### src/sv/assert_macros.svh
// ----------------------------------------------------------------------------
// Assertion macros
// Concurrent assertion shorthands clocked on a rising edge, with an active-low
// reset that disables checking.
// ----------------------------------------------------------------------------
`ifndef ASSERT_MACROS_SVH
`define ASSERT_MACROS_SVH

// Same-cycle implication.
`define ASSERT_IMP(label, clk, rst_n, ante, cons) \
    label: assert property (@(posedge clk) disable iff (!rst_n) (ante) |-> (cons)) \
        else $error("assertion failed");

// Next-cycle implication.
`define ASSERT_NXT(label, clk, rst_n, ante, cons) \
    label: assert property (@(posedge clk) disable iff (!rst_n) (ante) |=> (cons)) \
        else $error("assertion failed");

`endif

### src/sv/dfa_pkg.sv
// ----------------------------------------------------------------------------
// dfa_pkg
// Widths, operation codes and shared types of the dual-format ALU.
// ----------------------------------------------------------------------------
`timescale 1ns / 1ps
`default_nettype none

package dfa_pkg;

    localparam int WIDTH   = 8;
    localparam int FIELD_W = 8;
    localparam int MODE_W  = 4;
    localparam int VAL_W   = WIDTH + 2;
    localparam int APB_AW  = 3;
    localparam int APB_DW  = 32;

    typedef logic [FIELD_W-1:0]      t_field;
    typedef logic [WIDTH-1:0]        t_word;
    typedef logic signed [VAL_W-1:0] t_val;
    typedef logic [MODE_W-1:0]       t_mode;

    localparam t_mode MODE_NOT  = 4'd0;
    localparam t_mode MODE_ROTL = 4'd1;
    localparam t_mode MODE_ROTR = 4'd2;
    localparam t_mode MODE_AND  = 4'd3;
    localparam t_mode MODE_NAND = 4'd4;
    localparam t_mode MODE_OR   = 4'd5;
    localparam t_mode MODE_NOR  = 4'd6;
    localparam t_mode MODE_XOR  = 4'd7;
    localparam t_mode MODE_INC  = 4'd8;
    localparam t_mode MODE_DEC  = 4'd9;
    localparam t_mode MODE_NEG  = 4'd10;
    localparam t_mode MODE_ADD  = 4'd11;
    localparam t_mode MODE_SUB  = 4'd12;
    localparam t_mode MODE_CONV = 4'd13;

    localparam logic FMT_UNSIGNED = 1'b0;
    localparam logic FMT_SIGN_MAG = 1'b1;

    localparam logic REG_NUMBER_FORMAT = 1'b0;

    typedef struct packed {
        logic zero;
        logic sign;
        logic overflow;
        logic underflow;
    } t_flags;

endpackage

`default_nettype wire

### src/sv/dfa_if.sv
// ----------------------------------------------------------------------------
// dfa_in_if / dfa_out_if
// Valid-ready channels that carry the instruction items and the result items.
// ----------------------------------------------------------------------------
`timescale 1ns / 1ps
`default_nettype none

interface dfa_in_if;
    logic           valid;
    logic           ready;
    dfa_pkg::t_mode mode;
    dfa_pkg::t_field operand_a;
    dfa_pkg::t_field operand_b;
    logic           source_format;
    logic           target_format;

    modport source (output valid, output mode, output operand_a, output operand_b,
                    output source_format, output target_format, input ready);
    modport sink   (input valid, input mode, input operand_a, input operand_b,
                    input source_format, input target_format, output ready);
endinterface

interface dfa_out_if;
    logic            valid;
    logic            ready;
    dfa_pkg::t_field result;
    logic            zero_flag;
    logic            sign_flag;
    logic            overflow_flag;
    logic            underflow_flag;

    modport source (output valid, output result, output zero_flag, output sign_flag,
                    output overflow_flag, output underflow_flag, input ready);
    modport sink   (input valid, input result, input zero_flag, input sign_flag,
                    input overflow_flag, input underflow_flag, output ready);
endinterface

`default_nettype wire

### src/sv/dfa_exec.sv
// ----------------------------------------------------------------------------
// dfa_exec
// Combinational execute stage: decodes operands, computes the exact value,
// then wraps or saturates it and derives the next status flags.
// ----------------------------------------------------------------------------
`timescale 1ns / 1ps
`default_nettype none

module dfa_exec (
    input  var dfa_pkg::t_mode  i_mode,
    input  var dfa_pkg::t_field i_operand_a,
    input  var dfa_pkg::t_field i_operand_b,
    input  var logic            i_source_format,
    input  var logic            i_target_format,
    input  var logic            i_number_format,
    input  var dfa_pkg::t_flags i_flags,
    output dfa_pkg::t_field     o_result,
    output dfa_pkg::t_flags     o_flags
);

    localparam int W  = dfa_pkg::WIDTH;
    localparam int VW = dfa_pkg::VAL_W;
    localparam dfa_pkg::t_val SM_MAX = VW'((1 << (W - 1)) - 1);
    localparam dfa_pkg::t_val U_MAX  = VW'((1 << W) - 1);

    function automatic dfa_pkg::t_val decode_word(input dfa_pkg::t_word w, input logic fmt);
        dfa_pkg::t_val mag;
        mag = VW'(w[W-2:0]);
        if (fmt == dfa_pkg::FMT_UNSIGNED) begin
            return VW'(w);
        end
        return w[W-1] ? -mag : mag;
    endfunction

    dfa_pkg::t_word a;
    dfa_pkg::t_word b;
    dfa_pkg::t_word logic_w;
    dfa_pkg::t_word res;
    dfa_pkg::t_val  v;
    dfa_pkg::t_val  mag;
    logic           is_logic;
    logic           is_arith;
    logic           chk_fmt;

    assign a = i_operand_a[W-1:0];
    assign b = i_operand_b[W-1:0];

    always_comb begin
        logic_w  = '0;
        v        = '0;
        is_logic = 1'b0;
        is_arith = 1'b0;
        chk_fmt  = i_number_format;
        case (i_mode)
            dfa_pkg::MODE_NOT: begin
                logic_w  = ~a;
                is_logic = 1'b1;
            end
            dfa_pkg::MODE_ROTL: begin
                logic_w  = {a[W-2:0], a[W-1]};
                is_logic = 1'b1;
            end
            dfa_pkg::MODE_ROTR: begin
                logic_w  = {a[0], a[W-1:1]};
                is_logic = 1'b1;
            end
            dfa_pkg::MODE_AND: begin
                logic_w  = a & b;
                is_logic = 1'b1;
            end
            dfa_pkg::MODE_NAND: begin
                logic_w  = ~(a & b);
                is_logic = 1'b1;
            end
            dfa_pkg::MODE_OR: begin
                logic_w  = a | b;
                is_logic = 1'b1;
            end
            dfa_pkg::MODE_NOR: begin
                logic_w  = ~(a | b);
                is_logic = 1'b1;
            end
            dfa_pkg::MODE_XOR: begin
                logic_w  = a ^ b;
                is_logic = 1'b1;
            end
            dfa_pkg::MODE_INC: begin
                v        = decode_word(a, i_number_format) + VW'(1);
                is_arith = 1'b1;
            end
            dfa_pkg::MODE_DEC: begin
                v        = decode_word(a, i_number_format) - VW'(1);
                is_arith = 1'b1;
            end
            dfa_pkg::MODE_NEG: begin
                v        = -decode_word(a, i_number_format);
                is_arith = 1'b1;
            end
            dfa_pkg::MODE_ADD: begin
                v        = decode_word(a, i_number_format) + decode_word(b, i_number_format);
                is_arith = 1'b1;
            end
            dfa_pkg::MODE_SUB: begin
                v        = decode_word(a, i_number_format) - decode_word(b, i_number_format);
                is_arith = 1'b1;
            end
            dfa_pkg::MODE_CONV: begin
                v        = decode_word(a, i_source_format);
                chk_fmt  = i_target_format;
                is_arith = 1'b1;
            end
            default: begin
                logic_w = '0;
            end
        endcase
    end

    always_comb begin
        o_flags = i_flags;
        res     = '0;
        mag     = (v < 0) ? -v : v;
        if (is_logic) begin
            res          = logic_w;
            o_flags.zero = (logic_w == '0);
        end else if (is_arith) begin
            o_flags.zero = (v == 0);
            o_flags.sign = (v < 0);
            if (chk_fmt == dfa_pkg::FMT_UNSIGNED) begin
                o_flags.overflow  = (v > U_MAX);
                o_flags.underflow = (v < 0);
                res               = v[W-1:0];
            end else begin
                o_flags.overflow  = (v > SM_MAX);
                o_flags.underflow = (v < -SM_MAX);
                if ((v > SM_MAX) || (v < -SM_MAX)) begin
                    mag = SM_MAX;
                end
                res = {v < 0, mag[W-2:0]};
            end
        end
    end

    assign o_result = dfa_pkg::t_field'(res);

endmodule

`default_nettype wire

### src/sv/dual_format_alu_with_flags_core.sv
// ----------------------------------------------------------------------------
// dual_format_alu_with_flags_core
// WIDTH-bit ALU with logical and arithmetic operations in unsigned wrapping or
// sign-magnitude saturating format, with held status flags.
// ----------------------------------------------------------------------------
// An accepted input item goes into the input register, then through the execute logic
// into the result register, where it is offered on the output channel.
// Throughput: one item per cycle; the two-stage register pipeline stalls only
// when the result register is full and not being taken.
// Reset clears both valid bits, the held flags and the number format.
`timescale 1ns / 1ps
`default_nettype none
`include "assert_macros.svh"

module dual_format_alu_with_flags_core (
    input  var logic                        i_clk,
    input  var logic                        i_rst_n,
    dfa_in_if.sink                          in_ch,
    dfa_out_if.source                       out_ch,
    input  var logic                        psel,
    input  var logic                        penable,
    input  var logic                        pwrite,
    input  var logic [dfa_pkg::APB_AW-1:0]  paddr,
    input  var logic [dfa_pkg::APB_DW-1:0]  pwdata,
    output logic     [dfa_pkg::APB_DW-1:0]  prdata,
    output logic                            pready
);

    logic            r_number_format;
    logic            r_in_valid;
    dfa_pkg::t_mode  r_mode;
    dfa_pkg::t_field r_operand_a;
    dfa_pkg::t_field r_operand_b;
    logic            r_source_format;
    logic            r_target_format;
    logic            r_out_valid;
    dfa_pkg::t_field r_result;
    dfa_pkg::t_flags r_flags;

    dfa_pkg::t_field n_result;
    dfa_pkg::t_flags n_flags;
    logic            out_free;
    logic            in_adv;
    logic            in_take;
    logic            cfg_wr;
    logic            logic_adv;

    assign pready   = 1'b1;
    assign cfg_wr   = psel && penable && pwrite && pready
                      && (paddr[2] == dfa_pkg::REG_NUMBER_FORMAT);
    assign prdata   = (paddr[2] == dfa_pkg::REG_NUMBER_FORMAT)
                      ? dfa_pkg::APB_DW'(r_number_format) : '0;

    assign out_free    = !r_out_valid || out_ch.ready;
    assign in_adv      = r_in_valid && out_free;
    assign in_ch.ready = !r_in_valid || out_free;
    assign in_take     = in_ch.valid && in_ch.ready;
    assign logic_adv   = in_adv && (r_mode < dfa_pkg::MODE_INC);

    always_ff @(posedge i_clk) begin
        if (!i_rst_n) begin
            r_number_format <= dfa_pkg::FMT_UNSIGNED;
        end else if (cfg_wr) begin
            r_number_format <= pwdata[0];
        end
    end

    always_ff @(posedge i_clk) begin
        if (!i_rst_n) begin
            r_in_valid <= 1'b0;
        end else if (in_ch.ready) begin
            r_in_valid <= in_ch.valid;
        end
    end

    always_ff @(posedge i_clk) begin
        if (in_take) begin
            r_mode          <= in_ch.mode;
            r_operand_a     <= in_ch.operand_a;
            r_operand_b     <= in_ch.operand_b;
            r_source_format <= in_ch.source_format;
            r_target_format <= in_ch.target_format;
        end
    end

    dfa_exec u_exec (
        .i_mode          (r_mode),
        .i_operand_a     (r_operand_a),
        .i_operand_b     (r_operand_b),
        .i_source_format (r_source_format),
        .i_target_format (r_target_format),
        .i_number_format (r_number_format),
        .i_flags         (r_flags),
        .o_result        (n_result),
        .o_flags         (n_flags)
    );

    always_ff @(posedge i_clk) begin
        if (!i_rst_n) begin
            r_out_valid <= 1'b0;
            r_flags     <= '0;
        end else begin
            if (out_free) begin
                r_out_valid <= r_in_valid;
            end
            if (in_adv) begin
                r_flags <= n_flags;
            end
        end
    end

    always_ff @(posedge i_clk) begin
        if (in_adv) begin
            r_result <= n_result;
        end
    end

    assign out_ch.valid          = r_out_valid;
    assign out_ch.result         = r_result;
    assign out_ch.zero_flag      = r_flags.zero;
    assign out_ch.sign_flag      = r_flags.sign;
    assign out_ch.overflow_flag  = r_flags.overflow;
    assign out_ch.underflow_flag = r_flags.underflow;

    // A logical operation must leave the sign, overflow and underflow flags untouched.
    `ASSERT_NXT(a_logic_keeps_flags, i_clk, i_rst_n, logic_adv, $stable(r_flags[2:0]))
    // A value below the format minimum is always negative.
    `ASSERT_IMP(a_underflow_is_negative, i_clk, i_rst_n, r_flags.underflow, r_flags.sign)
    // The input side stalls only when both stages hold an item.
    `ASSERT_IMP(a_stall_only_when_full, i_clk, i_rst_n, !in_ch.ready, r_in_valid && r_out_valid)

endmodule

`default_nettype wire

### src/flat_wrapper.sv
// flat-port wrapper written by rule: the top's interface ports become plain ports
module dual_format_alu_with_flags_core_flat 
  (i_clk, i_rst_n, psel, penable, pwrite, paddr, pwdata, prdata, pready, in_ch_valid, in_ch_mode, in_ch_operand_a, in_ch_operand_b, in_ch_source_format, in_ch_target_format, in_ch_ready, out_ch_valid, out_ch_result, out_ch_zero_flag, out_ch_sign_flag, out_ch_overflow_flag, out_ch_underflow_flag, out_ch_ready);
  dfa_in_if in_ch_i ();
  dfa_out_if out_ch_i ();
  input  var logic i_clk;
  input  var logic i_rst_n;
  input  var logic psel;
  input  var logic penable;
  input  var logic pwrite;
  input  var logic [dfa_pkg::APB_AW-1:0] paddr;
  input  var logic [dfa_pkg::APB_DW-1:0] pwdata;
  output logic     [dfa_pkg::APB_DW-1:0] prdata;
  output logic pready;
  input wire logic [$bits(in_ch_i.valid)-1:0] in_ch_valid;
  input wire logic [$bits(in_ch_i.mode)-1:0] in_ch_mode;
  input wire logic [$bits(in_ch_i.operand_a)-1:0] in_ch_operand_a;
  input wire logic [$bits(in_ch_i.operand_b)-1:0] in_ch_operand_b;
  input wire logic [$bits(in_ch_i.source_format)-1:0] in_ch_source_format;
  input wire logic [$bits(in_ch_i.target_format)-1:0] in_ch_target_format;
  output wire logic [$bits(in_ch_i.ready)-1:0] in_ch_ready;
  output wire logic [$bits(out_ch_i.valid)-1:0] out_ch_valid;
  output wire logic [$bits(out_ch_i.result)-1:0] out_ch_result;
  output wire logic [$bits(out_ch_i.zero_flag)-1:0] out_ch_zero_flag;
  output wire logic [$bits(out_ch_i.sign_flag)-1:0] out_ch_sign_flag;
  output wire logic [$bits(out_ch_i.overflow_flag)-1:0] out_ch_overflow_flag;
  output wire logic [$bits(out_ch_i.underflow_flag)-1:0] out_ch_underflow_flag;
  input wire logic [$bits(out_ch_i.ready)-1:0] out_ch_ready;
  assign in_ch_i.valid = in_ch_valid;
  assign in_ch_i.mode = in_ch_mode;
  assign in_ch_i.operand_a = in_ch_operand_a;
  assign in_ch_i.operand_b = in_ch_operand_b;
  assign in_ch_i.source_format = in_ch_source_format;
  assign in_ch_i.target_format = in_ch_target_format;
  assign in_ch_ready = in_ch_i.ready;
  assign out_ch_valid = out_ch_i.valid;
  assign out_ch_result = out_ch_i.result;
  assign out_ch_zero_flag = out_ch_i.zero_flag;
  assign out_ch_sign_flag = out_ch_i.sign_flag;
  assign out_ch_overflow_flag = out_ch_i.overflow_flag;
  assign out_ch_underflow_flag = out_ch_i.underflow_flag;
  assign out_ch_i.ready = out_ch_ready;
  dual_format_alu_with_flags_core u_core (.i_clk(i_clk), .i_rst_n(i_rst_n), .in_ch(in_ch_i), .out_ch(out_ch_i), .psel(psel), .penable(penable), .pwrite(pwrite), .paddr(paddr), .pwdata(pwdata), .prdata(prdata), .pready(pready));
endmodule
### config.mk
export PLATFORM = sky130hd
export DESIGN_NAME = dual_format_alu_with_flags_core_flat
export DESIGN_NICKNAME = d
export VERILOG_FILES = /design/src/sv/dfa_pkg.sv /design/src/sv/dfa_if.sv /design/src/sv/dfa_exec.sv /design/src/sv/dual_format_alu_with_flags_core.sv /design/src/flat_wrapper.sv
export VERILOG_INCLUDE_DIRS = /design/src /design/src/sv
export SDC_FILE = /design/constraint.sdc
export NUM_CORES = 1
export LEC_CHECK = 0
export BUFFER_PORTS_ARGS = -buffer_cell sky130_fd_sc_hd__buf_2
export CAP_MARGIN = 20
export CORE_MARGIN = 5
export CORE_UTILIZATION = 45
export DETAILED_ROUTE_END_ITERATION = 16
export HOLD_SLACK_MARGIN = 0.02
export PLACE_DENSITY = 0.7
export SETUP_SLACK_MARGIN = 0.2
export SYNTH_ARGS = -nofsm -noshare
export SYNTH_HDL_FRONTEND = slang
export SYNTH_SLANG_ARGS = --single-unit
### constraint.sdc
create_clock -name i_clk -period 5.54 [get_ports i_clk]
set_input_delay 0 -clock i_clk [delete_from_list [all_inputs] [get_ports i_clk]]
set_output_delay 0 -clock i_clk [all_outputs]
set_load 0.01 [all_outputs]
==> out/metrics.cfg <==
[floorplanning]
die_w_um=107.5
die_area_um2=11560
boundaryPins=111
fp-row-count=35
core_area_um2=9240
initial_core_util=0.4632
die_y_um=107.5

[timing]
period_share=0.8597
rsz0062_at_grt=false
layout_min_cycle_time_ps=4763
max_slew_margin=0.3549
worst_pin_slew_ps=967.7
report.final.slew_viol_count=0
holdWs_ps=53.95
finClkSkew_ps=12.95
clock.fmax_mhz=210.0
tns_ps=0
finalHoldViolations=0
finalSetupViolations=0
final.setup.worst_slack_ps=777.3

[critical_path]
cp-start-kind=register
r2r_start=u_core.r_operand_b[0]$_DFFE_PP_
cp_data_required_time_ps=5560
endpoint_kind=register
r2r_slack_ps=780
worstSetupPathType=register to register
r2r_end=u_core.out_ch.result[6]$_DFFE_PP_
worstPathArrival_ps=4780
reg2reg_depth=16
worstPathMaxFanout=7

[detailed_routing]
via_per_inst=5.974
vias=4206
routed-wl-met2_um=5590
drc=0
met1_length_um=4963
ant_nets=0
wl_per_cell_um=16.81
highest_layer=met4
wl_um=11830
firstDrtPassIters=7
route.met3.wl_um=922
first_iter_violations=266

[logic_synthesis]
async_flop_share=0
syn-instance-count=522
yosys_most_used_dff=edfxtp_1
synth_warnings=0
synth_cell_types=72
ys_ff_latch=37
syn_area_per_cell_um2=8.200
ys_seq_area_frac=0.2432
syn_area_um2=4280
synth-edff-count=30

[grt]
grt_max_degree=44
grt_pass1_wl_um=19250
grt_pass1_vias=3913
grt_remaining_overflow=0
antenna_found_initial=0
grt.total_usage=0.2059

[placement]
portBuffers=45
placed_cell_area_um2=4456
dp_cells=669
gp_congestion=0.9165
dp_slack_ps=847.1
dp_hpwl_um=8877

[finish]
num-fill-cells=851
design_area_um2=4811
fin_nets=668
final_cell_count_no_fill=704
layout_commonest_cell=buf_2
syn_to_final_growth_pct=12.39
drive_gt1_frac=0.1374
diodes=0
fin_util=0.5207
layout_common_cells=buf_2, a21oi_1, nor2_1, conb_1, edfxtp_1

[hold_path]
hold_path_depth=3
worstHoldEndpoint=u_core.out_ch.valid$_SDFFE_PN0P_
hold_path_class=input pin to register
hp-start=out_ch_ready

[power]
design_power_total_uw=801.9
p_leak_nw=1.980
ir_drop_v=0.0001829
powerDensity_nw_per_um2=166.7

[clocking]
cts_tree=yes
clkTransAtPathRegs_ps=80
insertion_delay_ps=300
clockBufferDepth=2
clock-sinks=37
cts_root_buf=clkbuf_8
cts_made_buffers=5
h-tree-depth=2

[run_status]
status=completed

[job]
cap_viol_max_count=0

## synth_stat cells (16+ instances only)
cell type  count  area [um2]
clkbuf_1      21       78.83
a211oi_1      16       120.1
xnor2_1       21       183.9
o21ai_0       24       120.1
nor2_1        38       142.6
nand3_1       20       100.1
nand2_1       29       108.9
inv_1         25       93.84
edfxtp_1      30       900.9
a21oi_1       38       190.2
buf_4         32       240.2
ha_1          29       362.9
## how the worst max path moves through the flow
stage	start	slack (ps)	end	cells past startpoint
CTS	u_core.r_operand_b[0]$_DFFE_PP_	840	u_core.out_ch.result[0]$_DFFE_PP_	16
finish	u_core.r_operand_b[0]$_DFFE_PP_	780	u_core.out_ch.result[6]$_DFFE_PP_	16
floorplan	u_core.r_operand_b[0]$_DFFE_PP_	1650	u_core.out_ch.result[2]$_DFFE_PP_	16
global route	u_core.r_operand_b[0]$_DFFE_PP_	470	u_core.out_ch.result[0]$_DFFE_PP_	16
global placement	u_core.r_operand_b[0]$_DFFE_PP_	920	u_core.out_ch.result[6]$_DFFE_PP_	16
detailed placement	u_core.r_operand_b[0]$_DFFE_PP_	850	u_core.out_ch.result[6]$_DFFE_PP_	16
## cell type report
class,count,area [um2],share of cell area
Timing Repair Buffer,77,533.0,0.1108
Multi-Input combinational cell,427,2893,0.6013
Clock buffer,7,76.32,0.01586
Tap cell,129,161.4,0.03355
Sequential cell,37,1041,0.2164
Inverter,26,97.59,0.02029
Clock inverter,1,8.758,0.001821
## logic make-up after synthesis
family                     after synthesis  share of synthesized area
xor gates and xnor gates                26                    0.05320
other                                    2                   0.001755
buffers and inverters                   88                     0.1073
muxes                                   17                    0.04472
and+or+nand+nor                        159                     0.1988
DFF                                     37                     0.2432
adders and majority gates               30                    0.08945
AOI/OAI and AO/OA                      163                     0.2616
## power by group
group,switching [mW],internal [mW]
Clock,0.0976,0.0898
Sequential,0.0234,0.321
Combinational,0.159,0.111
## repair_timing
item / 4_1_cts / 5_1_grt
resized for setup: 0 / 0
endpoints found under the hold margin: 27 / 0
endpoints found under the setup margin: 0 / 0
hold buffers: 27 / 0
buffers inserted: 0 / 0
## layer usage
layer  global-route usage  vias to the layer above
li1                     -                     1980
met2               0.3464                      197
met4              0.06943                        0
met5                    0                        -
met3              0.03839                       30
met1               0.2645                     1999
## state kept, by name, summed over array words and instances, names as in the netlist, 4 cells and up
name and cells:
u_core.out_ch.result 8, u_core.r_operand_b 8, u_core.r_operand_a 8, u_core.r_mode 4
## critical path: stages (launching register included)
cell,delay (ps)
edfxtp_1,500
inv_1,230
ha_1,270
nor2b_1,400
a211oi_1,160
a211o_1,300
nand3b_1,180
xor2_1,160
a221oi_1,330
ha_1,350
a21o_1,200
a31oi_1,170
xor2_1,110
o221ai_1,410
o211ai_1,260
o21ai_2,330
a31oi_1,140
(Power assumes the default switching activity.)
